## src/design/weighted_b_matching_suitor_unit_defines.svh

```systemverilog
// Assertion macros shared by the suitor matching unit
`ifndef WEIGHTED_B_MATCHING_SUITOR_UNIT_DEFINES_SVH
`define WEIGHTED_B_MATCHING_SUITOR_UNIT_DEFINES_SVH

// same-cycle implication, checked on aclk outside reset
`define WBS_CHECK(lbl, ante, cons, msg) \
    lbl: assert property (@(posedge aclk) disable iff (!aresetn) (ante) |-> (cons)) \
        else $error(msg);

// next-cycle implication, checked on aclk outside reset
`define WBS_CHECK_NEXT(lbl, ante, cons, msg) \
    lbl: assert property (@(posedge aclk) disable iff (!aresetn) (ante) |=> (cons)) \
        else $error(msg);

`endif

```

## src/design/wbs_pkg.sv

```systemverilog
// Types, constants and codes shared by the suitor matching unit
package wbs_pkg;

    localparam int MAX_VERTICES = 256;
    localparam int VID_W        = 8;
    localparam int VCNT_W       = 9;
    localparam int MAX_EDGES    = 1024;
    localparam int EIDX_W       = 10;
    localparam int ECNT_W       = 11;
    localparam int MAX_BOUND    = 8;
    localparam int BND_W        = 4;
    localparam int SLOT_W       = 3;
    localparam int WEIGHT_W     = 16;
    localparam int SUM_W        = 27;
    localparam int TOTAL_W      = 26;
    localparam int SLOT_AW      = VID_W + SLOT_W;
    localparam int QUEUE_AW     = VID_W + 1;
    localparam int FIFO_DEPTH   = 4;
    localparam int FIFO_AW      = 2;
    localparam int IN_DATA_W    = 40;
    localparam int OUT_DATA_W   = 32;

    typedef enum logic [1:0] {
        OP_LOAD  = 2'd0,
        OP_BOUND = 2'd1,
        OP_RUN   = 2'd2,
        OP_CLEAR = 2'd3
    } op_t;

    typedef enum logic [1:0] {
        ST_OK        = 2'd0,
        ST_EDGE_DROP = 2'd1,
        ST_QUEUE_OVF = 2'd2
    } status_t;

    typedef struct packed {
        op_t                 op;
        logic [VID_W-1:0]    a;
        logic [VID_W-1:0]    b;
        logic [WEIGHT_W-1:0] w;
        logic [BND_W-1:0]    bnd;
    } cmd_t;

    typedef struct packed {
        logic valid;
        cmd_t cmd;
    } cmd_chan_t;

    typedef struct packed {
        logic [WEIGHT_W-1:0] w;
        logic [VID_W-1:0]    b;
        logic [VID_W-1:0]    a;
    } edge_t;

    typedef struct packed {
        logic [WEIGHT_W-1:0] w;
        logic [VID_W-1:0]    id;
    } suitor_t;

    // per-vertex suitor summary: count and weakest suitor
    typedef struct packed {
        logic [BND_W-1:0]    sn;
        logic [WEIGHT_W-1:0] ww;
        logic [VID_W-1:0]    wid;
        logic [SLOT_W-1:0]   wslot;
    } vinfo_t;

    typedef enum logic [4:0] {
        ENG_IDLE, ENG_CLR, ENG_POP, ENG_POP_W, ENG_U_LD, ENG_PL, ENG_PL_W, ENG_CHK,
        ENG_SCAN, ENG_SCAN_E, ENG_SCAN_V, ENG_SEL, ENG_SEL_W, ENG_EV_W, ENG_DR_N,
        ENG_DR_R, ENG_DR_W, ENG_INS, ENG_WK_R, ENG_WK_W, ENG_SUM_V, ENG_SUM_N,
        ENG_SUM_K, ENG_SUM_X, ENG_SUM_E, ENG_SUM_EW, ENG_DONE
    } eng_state_t;

endpackage

```

## src/design/wbs_front.sv

```systemverilog
// Front end: unpack input items, drop self loops, saturate bounds
module wbs_front (
    input  logic                            s_tvalid,
    output logic                            s_tready,
    input  logic [wbs_pkg::IN_DATA_W-1:0]   s_tdata,
    input  logic [1:0]                      s_tuser,
    input  logic                            fifo_ready,
    output wbs_pkg::cmd_chan_t              push
);

    wbs_pkg::cmd_t cmd;
    logic          keep;

    always_comb begin
        cmd.op  = wbs_pkg::op_t'(s_tuser);
        cmd.a   = s_tdata[7:0];
        cmd.b   = s_tdata[15:8];
        cmd.w   = s_tdata[31:16];
        cmd.bnd = (s_tdata[35:32] > wbs_pkg::BND_W'(wbs_pkg::MAX_BOUND))
                  ? wbs_pkg::BND_W'(wbs_pkg::MAX_BOUND) : s_tdata[35:32];
        // a self loop never enters the store
        keep    = !(cmd.op == wbs_pkg::OP_LOAD && cmd.a == cmd.b);
    end

    assign s_tready = fifo_ready;
    assign push     = '{valid: s_tvalid && fifo_ready && keep, cmd: cmd};

endmodule

```

## config.mk

```make
export PLATFORM = sky130hd
export DESIGN_NAME = wbs_front
export DESIGN_NICKNAME = d
export VERILOG_FILES = /design/src/design/weighted_b_matching_suitor_unit_defines.svh /design/src/design/wbs_pkg.sv /design/src/design/wbs_front.sv
export SDC_FILE = /design/constraint.sdc
export NUM_CORES = 1
export LEC_CHECK = 0
export BUFFER_PORTS_ARGS = -buffer_cell sky130_fd_sc_hd__buf_4
export CAP_MARGIN = 20
export CORE_AREA = 2 2 45 47
export DETAILED_ROUTE_END_ITERATION = 12
export DIE_AREA = 0 0 47 49
export MAX_ROUTING_LAYER = met4
export PLACE_DENSITY = 0.78
export SLEW_MARGIN = 30
export SYNTH_ARGS = -nofsm -noshare
export SYNTH_HDL_FRONTEND = slang
export SYNTH_SLANG_ARGS = --single-unit
```

## constraint.sdc

```tcl
create_clock -name vclk -period 0.8
set_input_delay 0.04 -clock vclk [all_inputs]
set_output_delay 0.04 -clock vclk [all_outputs]
set_load 0.02 [all_outputs]
```

==> results of run 1 <==
-- metrics by stage --
stage                     setup TNS, ns  setup slack [ns]  hold slack, ns  utilization [%]
after CTS                       -0.1837           -0.1837         0.08014            29.08
after floorplan                       0            0.1044          0.1581                -
after global placement          -0.2123           -0.2123         0.08014            28.06
after detailed placement        -0.2186           -0.2186         0.08014            28.06
after global routing            -0.2690           -0.2690         0.08003            29.08
final                           -0.1623           -0.1623         0.08001            29.08
-- area by class of cell --
| class | count | area, um2 | area share, % |
|---|---|---|---|
| multi-input cells | 16 | 115.1 | 21.50 |
| well taps | 27 | 33.78 | 6.308 |
| repair buffers | 50 | 386.6 | 72.20 |
-- worst max-delay path by stage --
stage	cells past startpoint	endpoint	slack (ns)
after floorplan	3	push[38]	0.10
after global placement	6	push[38]	-0.21
after detailed placement	6	push[38]	-0.22
after CTS	6	push[38]	-0.18
after global routing	6	push[38]	-0.27
final	6	push[38]	-0.16
-- metal layers --
metal / global-route usage (%) / up-vias
met5: - / -
met1: 3.778 / 140
li1: - / 154
met2: 12.56 / 29
met3: 1.111 / 0
met4: 0 / 0
-- cell usage in the layout (no fill, tap or decap) --
master                    synthesis  routed
sky130_fd_sc_hd__nand2_1          1       1
sky130_fd_sc_hd__xor2_1           8       8
sky130_fd_sc_hd__a31oi_1          1       1
sky130_fd_sc_hd__nor2b_1          3       3
sky130_fd_sc_hd__buf_4           35      47
sky130_fd_sc_hd__nor3_1           2       2
sky130_fd_sc_hd__nor4_1           1       1
sky130_fd_sc_hd__buf_6            0       3
-- timing repair --
item,CTS,global route
buffers inserted,1,0
endpoints found under the setup margin,1,1
gates resized for setup,3,0
pin swaps,4,0
-- critical path, stage by stage --
cell,delay [ns]
sky130_fd_sc_hd__buf_6,0.09
sky130_fd_sc_hd__xor2_1,0.14
sky130_fd_sc_hd__nor4_1,0.27
sky130_fd_sc_hd__buf_4,0.15
sky130_fd_sc_hd__a31oi_1,0.06
sky130_fd_sc_hd__buf_4,0.16
-- cells by family (layout without fill, tap and decap cells) --
kind of cell           after synthesis  after routing  synth area share, %
AO/OA/AOI/OAI                        1              1                1.640
XOR/XNOR                             8              8                18.36
buffers and inverters               36             50                69.83
AND/OR/NAND/NOR                      7              7                10.16
-- where the power goes --
part	switching, mW	internal (mW)
Combinational	0.157	0.186
Clock	0	0
Sequential	0	0
Total	0.157	0.186
==> out/qor.csv, run 1 <==
metric,value,unit
final.min_clock_period,0.9623,ns
synth.cell_area,381.6,um2
dp_hpwl,724.2,um
gr-total-overflow,0,
post-synth-top-area-cell,sky130_fd_sc_hd__buf_4,
die_height,49,um
initial_core_utilization,20.72,%
wl_met3,118,um
critical_path.startpoint_type,input port,
yosys_warnings,0,
rsz0062_at_grt,true,
gp_congestion,0.5686,
worst_slew_pin_slew,0.2256,ns
final_cell_count_no_fill,93,
fin_ws,-0.1623,ns
synthCells,52,
static-leakage-power,0.2930,nW
route.detailed.drc,0,
max-slew-margin-rel,84.82,%
endpoint_kind,output pin,
hold-path-cell-count,0,
slew_viol_final,0,
floorplan.die_area,0.002303,mm2
hold_end,push[10],
hold_buffers,0,
drt-vias-per-instance,3.473,
ir_worst_vdd,0.0001558,V
largest_net_degree_at_the_start_of_global_routing,5,
syn_to_final_growth,40.33,%
grt_pass1_wl,979,um
placedCellCount,92,
io_buffers,48,
hp-start,s_tdata[22],
final_hold_viol_count,0,
synth_top_cells_by_count,"sky130_fd_sc_hd__buf_4 (35), sky130_fd_sc_hd__xor2_1 (8), sky130_fd_sc_hd__nor2b_1 (3), sky130_fd_sc_hd__nor3_1 (2)",
max_freq,1039,MHz
synth.net_count,96,
drt_iter0_drc,0,
avgSynthCellArea,7.339,um2
hold_path.class,in2out,
detail-route-antenna-nets,0,
detail_route.wl_per_cell,8.344,um
synth_sequential_area_ratio,0,%
antenna_found_initial,0,
status,"finished, violations left",
setup_viol,1,
detailroute.wirelength.met2,454,um
grtUsageTotal,5.459,%
die-width,47,um
critPathRequiredTime,0.76,ns
post-layout-total-power,0.3429,mW
critical_path.max_fanout,2,
max_cap_violations,0,
finalInstanceArea,535.5,um2
final_layout_clock_buffer_total,0,
period_share,120.3,%
drive_above_1_share,75.76,%
register_cell_area_after_layout,0,um2
cp.arrival,0.92,ns
top_layer,met3,
synth_most_common_cell,sky130_fd_sc_hd__buf_4,
placed_area,516.7,um2
first_global_vias,290,
routed-via-count,323,
p_per_area,640.3,mW/mm2
coreArea,0.001842,mm2
aggregate_routed_wire_length,776,um
portion_of_synthesized_cell_area_occupied_by_the_leading_cell_type,68.85,%
n_fill_cell,201,
critical_path_class,in2out,
antennaDiodeCount,0,
placementRows,16,
cp-startpoint,s_tdata[3],
synthTopCellsByArea,"sky130_fd_sc_hd__buf_4 (69%), sky130_fd_sc_hd__xor2_1 (18%), sky130_fd_sc_hd__nor2b_1 (4.9%), sky130_fd_sc_hd__nor3_1 (2.6%), sky130_fd_sc_hd__a31oi_1 (1.6%)",
synth.distinct_cells,8,
n_sequential_cell,0,
finish.net_count,112,
failed_checks,negative setup slack,
design.portCount,84,
detailedRoute.firstPassIterationCount,1,
routedLengthMet1,202,um
No activity file was read; power rests on OpenSTA's default activity.
==> run 2, diff against run 1 <==
--- a/config.mk
+++ b/config.mk
@@ -7,12 +7,11 @@
 export LEC_CHECK = 0
 export BUFFER_PORTS_ARGS = -buffer_cell sky130_fd_sc_hd__buf_4
 export CAP_MARGIN = 20
-export CORE_AREA = 2 2 45 47
+export CORE_AREA = 2 2 41 43
 export DETAILED_ROUTE_END_ITERATION = 12
-export DIE_AREA = 0 0 47 49
-export MAX_ROUTING_LAYER = met4
-export PLACE_DENSITY = 0.78
-export SLEW_MARGIN = 30
+export DIE_AREA = 0 0 43 45
+export PLACE_DENSITY = 0.89
+export SLEW_MARGIN = 10
 export SYNTH_ARGS = -nofsm -noshare
 export SYNTH_HDL_FRONTEND = slang
 export SYNTH_SLANG_ARGS = --single-unit
==> constraint.sdc (replaced) <==
create_clock -name vclk -period 1.12
set_input_delay 0.056 -clock vclk [all_inputs]
set_output_delay 0.056 -clock vclk [all_outputs]
set_load 0.02 [all_outputs]
==> out/qor.csv, run 2 (synthesis results as in run 1) <==
metric,value,unit,change
aggregate_routed_wire_length,883,um,+14%
design.portCount,84,,unchanged
place_ws,0.07025,ns,+0.2888 ns
dp_hpwl,827.6,um,+14%
detail_route.wl_per_cell,11.04,um,+32%
critical_path_class,in2out,,
final_cell_count_no_fill,80,,-14%
gp_congestion,0.6416,,+13%
critPathRequiredTime,1.06,ns,+0.30 ns
wl_met3,164,um,+39%
drive_above_1_share,75.00,%,-0.76 points
multi_input_area,115.1,um2,unchanged
final.min_clock_period,1.038,ns,
largest_net_degree_at_the_start_of_global_routing,5,,unchanged
finalInstanceArea,495.5,um2,-7.5%
max-slew-margin-rel,76.95,%,-7.9 points
detail-route-antenna-nets,0,,unchanged
critical_path.startpoint_type,input port,,
drt_iter0_drc,1,,+1
placed_area,495.5,um2,-4.1%
hold_path.class,in2out,,
ir_worst_vdd,0.0001183,V,-24%
placementRows,14,,-2
coreArea,0.001471,mm2,-20%
max_freq,963.8,MHz,
cts_repair_resize_count,0,,-3
n_sequential_cell,0,,unchanged
endpoint_kind,output pin,,
hold_buffers,0,,unchanged
hp-start,s_tdata[28],,
gr-total-overflow,0,,unchanged
p_per_area,477.4,mW/mm2,-25%
status,completed,,
floorplan.die_area,0.001935,mm2,-16%
fin_setup_tns,0,ns,+0.1623 ns
drt-vias-per-instance,4.213,,+21%
mostFrequentLayoutCells,"sky130_fd_sc_hd__buf_4 (48), sky130_fd_sc_hd__xor2_1 (8), sky130_fd_sc_hd__nor2b_1 (3), sky130_fd_sc_hd__nor3_1 (2)",,
top_layer,met4,,
grt_pass1_wl,1.304,mm,+33%
static-leakage-power,0.2791,nW,-4.8%
io_buffers,48,,unchanged
cp.arrival,0.98,ns,+0.06 ns
routedLengthMet1,232,um,+15%
worst_slew_pin_slew,0.3426,ns,+0.1171 ns
n_fill_cell,166,,-17%
rsz0062_at_grt,false,,
initial_core_utilization,25.94,%,+5.2 points
final_layout_clock_buffer_total,0,,unchanged
die_height,45,um,-8.2%
final_hold_viol_count,0,,unchanged
final_common_cell,sky130_fd_sc_hd__buf_4,,
post-layout-total-power,0.2365,mW,-31%
placedCellCount,80,,-13%
detailedRoute.firstPassIterationCount,2,,+1
post-cts-setup-buffers,0,,-1
hold_end,push[16],,
route.detailed.drc,0,,unchanged
hold-path-cell-count,0,,unchanged
register_cell_area_after_layout,0,um2,unchanged
post-route-util,33.67,%,+4.6 points
antenna_found_initial,0,,unchanged
setup_viol,0,,-1
syn_to_final_growth,29.84,%,
slew_viol_final,0,,unchanged
first_global_vias,321,,+11%
fin_ws,0.08249,ns,+0.2447 ns
period_share,92.63,%,
grtUsageTotal,8.285,%,+2.8 points
routed-via-count,337,,+4.3%
critical_path.max_fanout,2,,unchanged
holdWs,0.1120,ns,+0.03200 ns
die-width,43,um,-8.5%
max_cap_violations,0,,unchanged
antennaDiodeCount,0,,unchanged
finish.net_count,110,,-1.8%
detailroute.wirelength.met2,470,um,+3.5%
run 2: area by class of cell:
class              instances  area share (%)
repair buffers            48           72.73
multi-input cells         16           23.23
well taps                 16           4.040
run 2: where the power goes:
group | leakage (nW) | switching, mW | internal [mW] | total, mW
logic | 0.279 | 0.111 | 0.125 | 0.237
registers | 0 | 0 | 0 | 0
clock network | 0 | 0 | 0 | 0
run 2: metal layers:
metal  GRT usage, %  up-vias
met5              0        -
met4          2.424        0
met3          3.600        2
met2          16.97       41
met1          7.229      142
li1               -      152
run 2: how the worst max path moves through the flow:
stage | from | to | slack (ns) | cells past startpoint
after floorplan | s_tdata[12] | push[38] | 0.39 | 3
after global placement | s_tdata[12] | push[38] | 0.08 | 5
after detailed placement | s_tdata[12] | push[38] | 0.07 | 5
after CTS | s_tdata[12] | push[38] | 0.06 | 5
after global routing | s_tdata[12] | push[38] | 0.008 | 5
final | s_tdata[12] | push[38] | 0.08 | 5
run 2: worst max-delay path, cell delays in order:
cell                      delay, ns
sky130_fd_sc_hd__buf_4         0.12
sky130_fd_sc_hd__xor2_1        0.15
sky130_fd_sc_hd__nor4_1        0.36
sky130_fd_sc_hd__a31oi_1       0.13
sky130_fd_sc_hd__buf_4         0.17
==> run 3, diff against run 2 <==
==> constraint.sdc (replaced) <==
create_clock -name vclk -period 1.12
set_input_delay 0.224 -clock vclk [all_inputs]
set_output_delay 0.224 -clock vclk [all_outputs]
set_load 0.02 [all_outputs]
==> out/qor.csv, run 3 (synthesis results as in run 1) <==
metric,value,unit,change
floorplan.die_area,0.001935,mm2,unchanged
p_per_area,460.3,mW/mm2,-3.6%
mostFrequentLayoutCells,"sky130_fd_sc_hd__buf_4 (47), sky130_fd_sc_hd__xor2_1 (6), sky130_fd_sc_hd__buf_6 (4), sky130_fd_sc_hd__nor2b_1 (3)",,
worst_setup_path_endpoint,push[38],,
io_buffers,48,,unchanged
max_cap_violations,0,,unchanged
final_layout_clock_buffer_total,0,,unchanged
critical_path.startpoint_type,input port,,
fin_ws,-0.1522,ns,-0.2347 ns
post-layout-total-power,0.2621,mW,+11%
max_stage_delay,0.28,ns,-0.08 ns
largest_net_degree_at_the_start_of_global_routing,5,,unchanged
grtUsageTotal,8.543,%,+0.26 points
grt_pass1_wl,1.304,mm,unchanged
rsz0062_at_grt,true,,
slowest_stage,sky130_fd_sc_hd__nor4_2,,
drt_iter0_drc,0,,-1
gr-total-overflow,0,,unchanged
status,"finished, violations left",,
register_cell_area_after_layout,0,um2,unchanged
antenna_found_initial,0,,unchanged
endpoint_kind,output pin,,
syn_to_final_growth,49.18,%,
route.detailed.drc,0,,unchanged
worst_slew_pin_slew,0.2205,ns,-0.1221 ns
critical_path_class,in2out,,
n_sequential_cell,0,,unchanged
final_common_cell,sky130_fd_sc_hd__buf_4,,
placed_area,525.5,um2,+6.1%
max-slew-margin-rel,85.18,%,+8.2 points
timing.critical_path.cells,buf_8 -> xor2_2 -> nor4_2 -> a31oi_1 -> buf_4,,
first_global_vias,318,,-0.93%
final_hold_viol_count,0,,unchanged
finalInstanceArea,569.3,um2,+15%
detail_route.wl_per_cell,10.95,um,-0.77%
max_freq,786.0,MHz,-18%
design.portCount,84,,unchanged
antennaDiodeCount,0,,unchanged
aggregate_routed_wire_length,920,um,+4.2%
n_fill_cell,159,,-4.2%
detailedRoute.firstPassIterationCount,1,,-1
holdWs,0.4480,ns,+0.3360 ns
setup_viol,1,,+1
gp_congestion,0.6661,,+3.8%
ir_worst_vdd,0.0001443,V,+22%
final.min_clock_period,1.272,ns,+0.2347 ns
placementRows,14,,unchanged
critPathRequiredTime,0.90,ns,-0.16 ns
drt-vias-per-instance,4.048,,-3.9%
routed-via-count,340,,+0.89%
drive_above_1_share,80.88,%,+5.9 points
cp-startpoint,s_tdata[4],,
finish.net_count,114,,+3.6%
hold_path.class,in2out,,
detail-route-antenna-nets,0,,unchanged
failed_checks,negative setup slack,,
initial_core_utilization,25.94,%,unchanged
die-width,43,um,unchanged
cp.arrival,1.05,ns,+0.07 ns
hold_buffers,0,,unchanged
critical_path.max_fanout,2,,unchanged
period_share,113.6,%,+21 points
static-leakage-power,0.3090,nW,+11%
die_height,45,um,unchanged
coreArea,0.001471,mm2,unchanged
slew_viol_final,0,,unchanged
==> run 3: repair_timing <==
action,in CTS,in global routing
setup endpoints to repair,1,1
resized for setup,5,4
buffers inserted,0,0
pin swaps,4,3
==> run 3: how the worst min path moves through the flow <==
stage / from / end / slack [ns] / depth (start not counted)
finish: s_tdata[28] / push[16] / 0.45 / 0
CTS: s_tdata[29] / push[17] / 0.45 / 0
floorplan: s_tdata[35] / push[0] / 0.53 / 1
global placement: s_tdata[29] / push[17] / 0.45 / 0
global route: s_tdata[19] / push[7] / 0.45 / 0
detailed placement: s_tdata[29] / push[17] / 0.45 / 0
==> run 3: stage by stage <==
step | setup slack [ns] | utilization, % | TNS (ns) | std cells
global placement | -0.2550 | 35.71 | -0.2550 | 84
floorplan | 0.05644 | - | 0 | 52
global route | -0.2124 | 38.69 | -0.2124 | 84
CTS | -0.1793 | 37.42 | -0.1793 | 84
finish | -0.1522 | 38.69 | -0.1522 | 84
detailed placement | -0.2674 | 35.71 | -0.2674 | 84
==> run 3: report_power, final <==
group / internal, mW / total [mW] / leakage (nW) / switching (mW)
Clock: 0 / 0 / 0 / 0
Combinational: 0.144 / 0.262 / 0.309 / 0.118
Sequential: 0 / 0 / 0 / 0
==> run 3: per-layer routing <==
layer / GRT usage, % / part of all wire (%)
met5: 0 / 0
met2: 19.39 / 57
met4: 2.424 / 1.7
met3: 4.400 / 18
met1: 5.556 / 23
==> run 3: area by class of cell <==
type,instances,area (um2),area share [%]
timing repair buffer,52,412.9,72.53
multi-input combinational,16,136.4,23.96
tap,16,20.02,3.516
==> run 3: worst max-delay path, delay by kind of cell <==
kind,cells,cell delay (ns)
buffers and inverters,2,0.27
xor gates and xnor gates,1,0.16
AOI/OAI and AO/OA,1,0.11
and+or+nand+nor,1,0.28
