File: src/design/weighted_b_matching_suitor_unit_defines.svh
// Assertion macros shared by the suitor matching unit
`ifndef WEIGHTED_B_MATCHING_SUITOR_UNIT_DEFINES_SVH
`define WEIGHTED_B_MATCHING_SUITOR_UNIT_DEFINES_SVH

// same-cycle implication, checked on aclk outside reset
`define WBS_CHECK(lbl, ante, cons, msg) \
    lbl: assert property (@(posedge aclk) disable iff (!aresetn) (ante) |-> (cons)) \
        else $error(msg);

// next-cycle implication, checked on aclk outside reset
`define WBS_CHECK_NEXT(lbl, ante, cons, msg) \
    lbl: assert property (@(posedge aclk) disable iff (!aresetn) (ante) |=> (cons)) \
        else $error(msg);

`endif

File: src/design/wbs_pkg.sv
// Types, constants and codes shared by the suitor matching unit
package wbs_pkg;

    localparam int MAX_VERTICES = 256;
    localparam int VID_W        = 8;
    localparam int VCNT_W       = 9;
    localparam int MAX_EDGES    = 1024;
    localparam int EIDX_W       = 10;
    localparam int ECNT_W       = 11;
    localparam int MAX_BOUND    = 8;
    localparam int BND_W        = 4;
    localparam int SLOT_W       = 3;
    localparam int WEIGHT_W     = 16;
    localparam int SUM_W        = 27;
    localparam int TOTAL_W      = 26;
    localparam int SLOT_AW      = VID_W + SLOT_W;
    localparam int QUEUE_AW     = VID_W + 1;
    localparam int FIFO_DEPTH   = 4;
    localparam int FIFO_AW      = 2;
    localparam int IN_DATA_W    = 40;
    localparam int OUT_DATA_W   = 32;

    typedef enum logic [1:0] {
        OP_LOAD  = 2'd0,
        OP_BOUND = 2'd1,
        OP_RUN   = 2'd2,
        OP_CLEAR = 2'd3
    } op_t;

    typedef enum logic [1:0] {
        ST_OK        = 2'd0,
        ST_EDGE_DROP = 2'd1,
        ST_QUEUE_OVF = 2'd2
    } status_t;

    typedef struct packed {
        op_t                 op;
        logic [VID_W-1:0]    a;
        logic [VID_W-1:0]    b;
        logic [WEIGHT_W-1:0] w;
        logic [BND_W-1:0]    bnd;
    } cmd_t;

    typedef struct packed {
        logic valid;
        cmd_t cmd;
    } cmd_chan_t;

    typedef struct packed {
        logic [WEIGHT_W-1:0] w;
        logic [VID_W-1:0]    b;
        logic [VID_W-1:0]    a;
    } edge_t;

    typedef struct packed {
        logic [WEIGHT_W-1:0] w;
        logic [VID_W-1:0]    id;
    } suitor_t;

    // per-vertex suitor summary: count and weakest suitor
    typedef struct packed {
        logic [BND_W-1:0]    sn;
        logic [WEIGHT_W-1:0] ww;
        logic [VID_W-1:0]    wid;
        logic [SLOT_W-1:0]   wslot;
    } vinfo_t;

    typedef enum logic [4:0] {
        ENG_IDLE, ENG_CLR, ENG_POP, ENG_POP_W, ENG_U_LD, ENG_PL, ENG_PL_W, ENG_CHK,
        ENG_SCAN, ENG_SCAN_E, ENG_SCAN_V, ENG_SEL, ENG_SEL_W, ENG_EV_W, ENG_DR_N,
        ENG_DR_R, ENG_DR_W, ENG_INS, ENG_WK_R, ENG_WK_W, ENG_SUM_V, ENG_SUM_N,
        ENG_SUM_K, ENG_SUM_X, ENG_SUM_E, ENG_SUM_EW, ENG_DONE
    } eng_state_t;

endpackage

File: src/design/wbs_cmd_fifo.sv
// Short command queue between front end and matching engine
module wbs_cmd_fifo (
    input  logic                aclk,
    input  logic                aresetn,
    input  wbs_pkg::cmd_chan_t  push,
    output logic                ready,
    input  logic                pop,
    output wbs_pkg::cmd_chan_t  head
);

    wbs_pkg::cmd_t                 buf_reg [wbs_pkg::FIFO_DEPTH];
    logic [wbs_pkg::FIFO_AW-1:0]   wr_ptr_reg;
    logic [wbs_pkg::FIFO_AW-1:0]   rd_ptr_reg;
    logic [wbs_pkg::FIFO_AW:0]     count_reg;
    logic                          do_push;
    logic                          do_pop;

    assign ready      = count_reg != (wbs_pkg::FIFO_AW+1)'(wbs_pkg::FIFO_DEPTH);
    assign head       = '{valid: count_reg != '0, cmd: buf_reg[rd_ptr_reg]};
    assign do_push    = push.valid && ready;
    assign do_pop     = pop && head.valid;

    always_ff @(posedge aclk) begin
        if (!aresetn) begin
            wr_ptr_reg <= '0;
            rd_ptr_reg <= '0;
            count_reg  <= '0;
        end else begin
            if (do_push) wr_ptr_reg <= wr_ptr_reg + 1'b1;
            if (do_pop)  rd_ptr_reg <= rd_ptr_reg + 1'b1;
            unique case ({do_push, do_pop})
                2'b10:   count_reg <= count_reg + 1'b1;
                2'b01:   count_reg <= count_reg - 1'b1;
                default: count_reg <= count_reg;
            endcase
        end
    end

    always_ff @(posedge aclk) begin
        if (do_push) buf_reg[wr_ptr_reg] <= push.cmd;
    end

endmodule

File: config.mk
export PLATFORM = sky130hd
export DESIGN_NAME = wbs_cmd_fifo
export DESIGN_NICKNAME = d
export VERILOG_FILES = /design/src/design/weighted_b_matching_suitor_unit_defines.svh /design/src/design/wbs_pkg.sv /design/src/design/wbs_cmd_fifo.sv
export SDC_FILE = /design/constraint.sdc
export NUM_CORES = 1
export LEC_CHECK = 0
export ABC_AREA = 1
export BUFFER_PORTS_ARGS = -buffer_cell sky130_fd_sc_hd__buf_2
export CORE_UTILIZATION = 40
export DETAILED_ROUTE_END_ITERATION = 6
export GPL_TIMING_DRIVEN = 0
export PLACE_DENSITY_LB_ADDON = 0.2
export SYNTH_ARGS = -nofsm -noshare
export SYNTH_HDL_FRONTEND = slang
export SYNTH_SLANG_ARGS = --single-unit
File: constraint.sdc
create_clock -name aclk -period 3.4 [get_ports aclk]
set_input_delay 0.68 -clock aclk [delete_from_list [all_inputs] [get_ports aclk]]
set_output_delay 0.68 -clock aclk [all_outputs]
set_load 0.05 [all_outputs]
==> results.toml, run 1 <==
[logic_synthesis]
post_synth_instance_area_mm2 = 0.006118
synth_nets = 484
ys_ff_latch = 161
post_synth_num_cell_types = 19
synth_enable_flop_cells = 152
synth_ff_type = "sky130_fd_sc_hd__edfxtp_1"
seq_area_frac_synth_pct = 77.55
syn-mean-instance-area_um2 = 14.03
synthArstFlopShare_pct = 0
yosysWarningCount = 0
netlist_instances = 436

[setup_path]
critical_path_class = "reg -> out"
cp_top_family = "buffers and inverters"
critical_path.slowest_cell = "sky130_fd_sc_hd__clkbuf_1"
critPathMaxStageDelay_ns = 0.43
required_ns = 2.72
path_cells = "inv_2 -> clkbuf_1 -> o21ai_0 -> o22ai_1 -> buf_2"
setup.worst_path.start_class = "register"
path_buf_inv = 3
cp_data_arrival_time_ns = 2.05
end_kind = "primary output"
critical_path_peak_fanout = 10

[grt]
vias_in_the_first_global_route = 3697
grt.total_usage_pct = 17.43
grt_overflow_total = 0
initial_antenna_violation_count = 1
wire_length_of_the_first_global_routing_pass_um = 20110
grt_start_max_net_pins = 28

[timing]
setup_ws_ns = 0.6721
final.setup_skew_ns = 0.007290
worst_pin_slew_ns = 0.8219
report.final.hold_viol_count = 0
min_period_over_period_pct = 80.23
fmaxAchievable_mhz = 366.6
slew_viols_final = 0
final.hold.worst_slack_ns = 0.4645
setup_repair_after_global_routing_missed_its_margin = "no"
setup_viol = 0
timing.slew.headroom_pct = 45.08
final.min_clock_period_ns = 2.728

[drt]
drt-vias-per-instance = 5.057
drt-total-wl_um = 13160
drt_iter0_markers = 408
avgRoutedWirePerCell_um = 17.83
drt_first_pass_iters = 7
postRouteAntennaNets = 0
drc_errors = 6
vias = 3732

[floorplan]
num_ports = 82
fp-row-count = 44
die_y_um = 125.7
die_x_um = 125.7
coreArea_mm2 = 0.01475
overall_die_area_mm2 = 0.01579
initial_core_util_pct = 41.47

[cts]
numCtsBuffers = 17
cts-htree-levels = 4
cts_resized = 0
clock_pin_slew_of_the_registers_on_the_worst_case_setup_and_hold_paths_ns = 0.06
clkLatencyLatePin_ns = 0.43
numClockSinks = 161
tritoncts = "done"
cts_root_buf = "sky130_fd_sc_hd__clkbuf_16"
clock_tree.buffer_depth = 2
post_cts.repair.setup_buffers = 0
cts_hold_repair.buffers = 0

[layout]
layout_common_cells = "sky130_fd_sc_hd__edfxtp_1, sky130_fd_sc_hd__buf_2, sky130_fd_sc_hd__nor2_1, sky130_fd_sc_hd__o21ai_0, sky130_fd_sc_hd__o22ai_1"
area_growth_syn_to_layout_pct = 22.17
num-nets-final = 588
commonest_non_fill_non_tap_cell_in_the_layout = "sky130_fd_sc_hd__edfxtp_1"
number_of_flip_flops_in_the_largest_register = 152
postLayoutCellArea_mm2 = 0.007475
drive_above_1_share_pct = 24.95

[worst_hold_path]
hold_class = "in -> reg"

[run]
timing.max_cap.violations = 0

[power_and_ir_drop]
worst_ir_drop_vdd_mv = 0.5008
leakage_nw = 2.695
power.density_cell_area_mw_per_mm2 = 852.0

[placed_design]
place_area_mm2 = 0.006872
place.port_buffers = 81
final_gp_congestion = 0.7140
detailed_place_hpwl_um = 8108
placement.setup.worst_slack_ns = 1.127

[status]
failed_checks = "DRC"
status = "complete, but fails checks"
-- per-layer routing --
| metal | routed length [um] | up-vias | track usage, % | part of all wire (%) |
|---|---|---|---|---|
| li1 | - | 1820 | - | - |
| met4 | 136 | 0 | 7.461 | 1.0 |
| met3 | 798 | 12 | 5.055 | 6.1 |
| met5 | 0 | - | 0 | 0 |
| met2 | 6390 | 103 | 26.83 | 49 |
| met1 | 5831 | 1797 | 23.11 | 44 |
-- stage by stage --
| stage | power, mW | instances | TNS [ns] | utilization [%] |
|---|---|---|---|---|
| finish | 6.368 | 738 | 0 | 50.66 |
| detailed placement | 4.503 | 705 | 0 | 46.57 |
| global placement | 4.453 | 701 | -139.98 | 45.78 |
| global route | 6.640 | 737 | 0 | 50.64 |
| CTS | 6.432 | 737 | 0 | 50.64 |
| floorplan | 3.919 | 436 | 0 | - |
-- synthesized netlist by cell type (5+ instances only) --
cell type	instances	area share (%)
sky130_fd_sc_hd__edfxtp_1	152	75
sky130_fd_sc_hd__nor2_1	86	5.3
sky130_fd_sc_hd__o21ai_0	72	5.9
sky130_fd_sc_hd__o22ai_1	38	3.9
sky130_fd_sc_hd__inv_1	16	0.98
sky130_fd_sc_hd__nand2_1	14	0.86
sky130_fd_sc_hd__dfxtp_1	9	2.9
sky130_fd_sc_hd__buf_6	6	1.1
sky130_fd_sc_hd__o21ai_1	6	0.49
sky130_fd_sc_hd__a21oi_1	5	0.41
sky130_fd_sc_hd__buf_4	5	0.61
sky130_fd_sc_hd__clkbuf_1	5	0.31
sky130_fd_sc_hd__ha_1	5	1.0
sky130_fd_sc_hd__nand3_1	5	0.41
-- cells by family after synthesis --
kind of cell | Yosys count | share of synthesized area, %
buf+inv | 42 | 3.783
compound gates | 121 | 10.67
fa+ha+maj | 6 | 1.350
simple gates | 106 | 6.646
flops | 161 | 77.55
-- path summary, 6_finish.rpt --
path	start	to	slack, ns	cells after the start
max	register	head[24]	0.67	5
min	push[8]	buf_reg[1][8]$_DFFE_PP_	0.46	1
max reg2reg	count_reg[1]$_SDFFE_PN0P_	count_reg[2]$_SDFFE_PN0P_	1.42	12
min reg2reg	wr_ptr_reg[0]$_SDFFE_PN0P_	wr_ptr_reg[0]$_SDFFE_PN0P_	0.51	2
-- where the power goes --
part | leakage [nW] | switching (mW) | internal, mW
registers | 1.47 | 0.0520 | 2.36
logic | 0.934 | 1.54 | 0.477
clock network | 0.293 | 0.722 | 1.21
total | 2.70 | 2.32 | 4.05
-- final cells by class --
cell class / instances / area (um2)
Antenna cell: 1 / 2.502
Buffer: 24 / 163.9
Clock buffer: 19 / 432.9
Clock inverter: 13 / 167.7
Fill cell: 1283 / 7279
Inverter: 18 / 67.56
Multi-Input combinational cell: 233 / 1172
Sequential cell: 161 / 4745
Tap cell: 184 / 230.2
Timing Repair Buffer: 85 / 493.0
Power figures use the tool's default switching activity.
==> run 2, diff against run 1 <==
- clock period: 3.4 -> 2.4 ns (I/O delays scaled with it)
==> run 2 against run 1 <==
The flow still finishes with violations (DRC); largest power group unchanged; critical endpoint unchanged; critical path depth stayed put; highest routed layer unchanged; register-to-register slack worse by 1.0 ns; clock-buffer cell count stayed put.
==> results.toml, run 2 (synthesized netlist as in run 1, its figures left out) <==
[timing]
final.min_clock_period_ns = 2.317
timing.slew.headroom_pct = 45.16
report.final.hold_viol_count = 0
fmaxAchievable_mhz = 431.6
setup-tns-final_ns = 0
slew_viols_final = 0
final.setup_skew_ns = 0.007420
final.hold.worst_slack_ns = 0.2632
min_period_over_period_pct = 96.53
worst_pin_slew_ns = 0.8207
setup_repair_after_global_routing_missed_its_margin = "no"
setup_viol = 0

[floorplan]
num_ports = 82
coreArea_mm2 = 0.01475
die_y_um = 125.7
die_x_um = 125.7
initial_core_util_pct = 41.47
fp-row-count = 44
overall_die_area_mm2 = 0.01579

[grt]
grt_most_used_layer = "met2"
met3_usage_pct = 5.055
groute.layer.met2.usage_pct = 26.80
initial_antenna_violation_count = 1
grt.total_usage_pct = 17.42
grt_overflow_total = 0
wire_length_of_the_first_global_routing_pass_um = 20100
vias_in_the_first_global_route = 3694
groute.layer.met1.usage_pct = 23.11
grt_start_max_net_pins = 28

[cts]
cts_root_buf = "sky130_fd_sc_hd__clkbuf_16"
clock_pin_slew_of_the_registers_on_the_worst_case_setup_and_hold_paths_ns = 0.06
tritoncts = "done"
clock_tree.buffer_depth = 2
post_cts.repair.setup_buffers = 0
cts_hold_repair.buffers = 0
numClockSinks = 161
cts-htree-levels = 4
numCtsBuffers = 17
clkLatencyLatePin_ns = 0.43

[setup_path]
end_kind = "primary output"
setup.reg_to_reg.worst_slack_ns = 0.42
cp_data_arrival_time_ns = 1.84
most_numerous_cell_on_the_critical_path = "sky130_fd_sc_hd__buf_4"
required_ns = 1.92
critical_path.slowest_cell = "sky130_fd_sc_hd__dfxtp_1"
critPathMaxStageDelay_ns = 0.36
cp_top_family = "buffers and inverters"
path_cells = "buf_4 -> buf_4 -> o21ai_0 -> o22ai_1 -> buf_4"
critical_path_class = "reg -> out"
setup.worst_path.start_class = "register"
critical_path_peak_fanout = 10
path_buf_inv = 3

[status]
failed_checks = "DRC"
status = "complete, but fails checks"

[power_and_ir_drop]
seq_power_share_pct = 37.7
switching_power_mw = 3.293
switching_share_pct = 36.30
power.total_mw = 9.071
share_comb_of_total_power_pct = 32.0
leakage_nw = 2.718
power.density_cell_area_mw_per_mm2 = 1208
intPower_mw = 5.778
share_clk_of_total_power_pct = 30.3
worst_ir_drop_vdd_mv = 0.7092

[layout]
num-nets-final = 588
commonest_non_fill_non_tap_cell_in_the_layout = "sky130_fd_sc_hd__edfxtp_1"
drive_above_1_share_pct = 26.04
area_growth_syn_to_layout_pct = 22.74
layout_common_cells = "sky130_fd_sc_hd__edfxtp_1, sky130_fd_sc_hd__nor2_1, sky130_fd_sc_hd__buf_2, sky130_fd_sc_hd__o21ai_0, sky130_fd_sc_hd__o22ai_1"
n_fill_cell = 1280
register_area_mm2 = 0.004746
multiInputGateArea_mm2 = 0.001172
fin_util_pct = 50.90
number_of_flip_flops_in_the_largest_register = 152

[placed_design]
final_gp_congestion = 0.7140
place.port_buffers = 81
detailed_place_hpwl_um = 8108

[drt]
drt_iter0_markers = 357
drt_first_pass_iters = 6
avgRoutedWirePerCell_um = 17.85
drt-vias-per-instance = 5.127
drc_errors = 6
drt-total-wl_um = 13170
postRouteAntennaNets = 0
vias = 3784

[worst_hold_path]
hold_class = "in -> reg"

[run]
timing.max_cap.violations = 0
run 2: cell count changes in the layout (fill, tap and decap cells not counted):
cell / before / now
sky130_fd_sc_hd__buf_2: 85 / 75
sky130_fd_sc_hd__buf_4: 5 / 13
sky130_fd_sc_hd__clkbuf_1: 7 / 2
sky130_fd_sc_hd__clkbuf_2: 4 / 8
sky130_fd_sc_hd__clkbuf_4: 0 / 3
sky130_fd_sc_hd__dfxtp_1: 9 / 8
sky130_fd_sc_hd__dfxtp_2: 0 / 1
run 2: path summary, 6_finish.rpt:
kind,endpoint,start,cells past startpoint
worst max register to register,count_reg[2]$_SDFFE_PN0P_,count_reg[1]$_SDFFE_PN0P_,12
worst min register to register,rd_ptr_reg[1]$_SDFFE_PN0P_,rd_ptr_reg[1]$_SDFFE_PN0P_,2
worst max-delay path,head[24],register,5
worst min-delay path,buf_reg[1][8]$_DFFE_PP_,push[8],1
run 2: routing by layer:
layer / wire (um) / part of all wire (%) / vias up
met4: 235 / 1.8 / 0
met3: 754 / 5.7 / 19
met2: 6316 / 48 / 94
met1: 5866 / 45 / 1852
li1: - / - / 1819
met5: 0 / 0 / -
run 2: through the flow:
stage | instance area [um2] | cells | setup slack (ns)
after floorplan | 6118 | 436 | -0.6286
after global routing | 7507 | 737 | 0.001538
after global placement | 6754 | 701 | -1.817
after detailed placement | 6872 | 705 | 0.3271
after CTS | 7488 | 737 | 0.002990
final | 7510 | 738 | 0.08321
run 2: power groups by stage:
stage                     Combinational, mW  Sequential, mW  Clock, mW
after global routing                   3.12            3.44       2.89
after CTS                              2.94            3.42       2.79
after floorplan                        2.09            3.47          0
final                                  2.91            3.42       2.75
after global placement                 2.82            3.49          0
after detailed placement               2.90            3.47          0
run 2: area by class of cell:
type | count | share of cell area, %
Antenna cell | 1 | 0.03332
Buffer | 24 | 2.433
Inverter | 18 | 0.8997
Timing Repair Buffer | 85 | 6.764
Clock buffer | 19 | 5.765
Sequential cell | 161 | 63.20
Clock inverter | 13 | 2.233
Tap cell | 184 | 3.066
Multi-Input combinational cell | 233 | 15.61
run 2: timing repair:
item	4_1_cts	5_1_grt
hold endpoints to repair	0	0
endpoints found under the setup margin	11	21
gates resized for setup	8	15
pin swaps	0	1
==> run 3, diff against run 2 <==
- BUFFER_PORTS_ARGS: -buffer_cell sky130_fd_sc_hd__buf_2 -> not set
- DONT_BUFFER_PORTS: not set -> 1
==> run 3 against run 2 <==
The run still ends with DRC left; register-to-register slack got worse by 0.24 ns; via count decreased by 6.0%; sequential power about the same; global-route usage increased by 1.3 points; maximum frequency increased by 1.1%; non-clock buffer count decreased by 81; sequential share of layout area decreased by 0.85 points; combinational power increased by 8.2%; largest power group unchanged.
==> results.toml, run 3 (synthesized netlist as in run 1, its figures left out) <==
[run]
timing.max_cap.violations = 0

[cts]
tritoncts = "done"
clock_pin_slew_of_the_registers_on_the_worst_case_setup_and_hold_paths_ns = 0.06
cts-htree-levels = 4
clkLatencyLatePin_ns = 0.42
numCtsBuffers = 17
numClockSinks = 161
cts_root_buf = "sky130_fd_sc_hd__clkbuf_16"
clock_tree.buffer_depth = 2

[setup_path]
critPathMaxStageDelay_ns = 0.43
cp_top_family = "compound AO/OA/AOI/OAI gates"
end_kind = "primary output"
cp_data_arrival_time_ns = 1.81
critical_path.slowest_cell = "sky130_fd_sc_hd__o22ai_4"
critical_path_peak_fanout = 10
critical_path_class = "reg -> out"
setup.worst_path.start_class = "register"
path_buf_inv = 2
path_cells = "buf_4 -> clkbuf_4 -> o21ai_0 -> o22ai_4"
reg2reg_from = "count_reg[1]$_SDFFE_PN0P_"
required_ns = 1.92

[layout]
final_cells = 656
area_growth_syn_to_layout_pct = 24.38
fin_util_pct = 51.58
number_of_diodes_added_for_antenna_fixing = 0
drive_above_1_share_pct = 21.82
layout_common_cells = "sky130_fd_sc_hd__edfxtp_1, sky130_fd_sc_hd__nor2_1, sky130_fd_sc_hd__o21ai_0, sky130_fd_sc_hd__o22ai_4, sky130_fd_sc_hd__clkbuf_16"
num-nets-final = 507
commonest_non_fill_non_tap_cell_in_the_layout = "sky130_fd_sc_hd__edfxtp_1"
number_of_flip_flops_in_the_largest_register = 152
n_fill_cell = 1233

[floorplan]
overall_die_area_mm2 = 0.01579
num_ports = 82
die_y_um = 125.7
initial_core_util_pct = 41.47
coreArea_mm2 = 0.01475
die_x_um = 125.7
fp-row-count = 44

[power_and_ir_drop]
intPower_mw = 5.726
share_clk_of_total_power_pct = 28.9
switching_share_pct = 37.99
power.density_cell_area_mw_per_mm2 = 1213
seq_power_share_pct = 37.0
leakage_nw = 2.502
worst_ir_drop_vdd_mv = 0.5397
switching_power_mw = 3.507
share_comb_of_total_power_pct = 34.1

[grt]
grt.total_usage_pct = 18.68
grt_overflow_total = 0
initial_antenna_violation_count = 0
grt_start_max_net_pins = 24
vias_in_the_first_global_route = 3761
wire_length_of_the_first_global_routing_pass_um = 21480

[timing]
setup_repair_after_global_routing_missed_its_margin = "no"
fmaxAchievable_mhz = 436.2
timing.slew.headroom_pct = 41.69
worst_pin_slew_ns = 0.8726
final.min_clock_period_ns = 2.292
report.final.hold_viol_count = 0
min_period_over_period_pct = 95.52
setup_ws_ns = 0.1075
final.setup_skew_ns = 0.008716
setup_viol = 0
slew_viols_final = 0

[status]
failed_checks = "DRC"
status = "complete, but fails checks"

[drt]
postRouteAntennaNets = 0
drt_iter0_markers = 251
drc_errors = 3
avgRoutedWirePerCell_um = 21.15
drt-vias-per-instance = 5.424
vias = 3558
drt-total-wl_um = 13880
drt_first_pass_iters = 6

[placed_design]
detailed_place_hpwl_um = 8002
dp_cells = 624
final_gp_congestion = 0.7054
placement.setup.worst_slack_ns = -0.08889
place.port_buffers = 0

[worst_hold_path]
hold_sp = "push[4]"
hold_class = "in -> reg"
run 3: cell types whose count changed in the layout (fill, tap and decap cells not counted), sizes merged:
| cell | change |
|---|---|
| diode | -1 |
| inv | +1 |
| bufinv | -4 |
| clkbuf | +7 |
| buf | -80 |
| clkinv | -5 |
run 3: metal layers:
layer	track usage [%]	wire length (um)
met1	22.98	5954
met2	29.87	6805
met3	7.009	934
met5	0	0
met4	7.389	181
run 3: repair_timing:
action                                 in CTS  in global routing
resized for setup                          72                 13
setup endpoints to repair                 108                 28
pin swaps                                   1                  3
hold buffers                                0                  0
endpoints found under the hold margin       0                  0
buffers inserted                            1                  0
cloned                                      0                  0
run 3: path summary, 6_finish.rpt:
check | slack (ns) | cells past startpoint | endpoint
hold / removal | 0.15 | 0 | buf_reg[3][4]$_DFFE_PP_
setup reg to reg | 0.18 | 5 | buf_reg[1][9]$_DFFE_PP_
hold reg to reg | 0.52 | 2 | rd_ptr_reg[1]$_SDFFE_PN0P_
setup / recovery | 0.11 | 4 | head[9]
run 3: through the flow:
step	instance area, um2	hold slack [ns]	TNS [ns]	power, mW
2_1_floorplan	6118	0.4621	-95.55	5.552
3_3_place_gp	6349	0.4881	-319.32	6.002
3_5_place_dp	6481	0.5046	-4.248	6.081
4_1_cts	7567	0.1346	0	9.267
5_1_grt	7610	0.1308	0	9.607
6_report	7610	0.1524	0	9.233
run 3: area by class of cell:
type	instances	area [um2]	area share, %
Buffer	23	175.2	2.302
Clock buffer	27	566.8	7.448
Clock inverter	5	35.03	0.4604
Inverter	18	67.56	0.8879
Multi-Input combinational cell	233	1668	21.92
Sequential cell	161	4745	62.35
Tap cell	184	230.2	3.025
Timing Repair Buffer	5	122.6	1.611
run 3: worst reg2reg max path, stage by stage (launching register included):
cell and delay [ns]:
sky130_fd_sc_hd__dfxtp_1 0.35, sky130_fd_sc_hd__nor2_1 0.08, sky130_fd_sc_hd__nand2_2 0.26, sky130_fd_sc_hd__nand2_2 0.25, sky130_fd_sc_hd__nor2_4 0.73, sky130_fd_sc_hd__buf_16 0.25
run 3: power by group through the flow:
stage | clock network (mW) | registers, mW | logic [mW]
floorplan | 0 | 3.47 | 2.09
global placement | 0 | 3.49 | 2.51
detailed placement | 0 | 3.48 | 2.60
CTS | 2.71 | 3.42 | 3.14
global route | 2.83 | 3.44 | 3.34
finish | 2.67 | 3.42 | 3.15
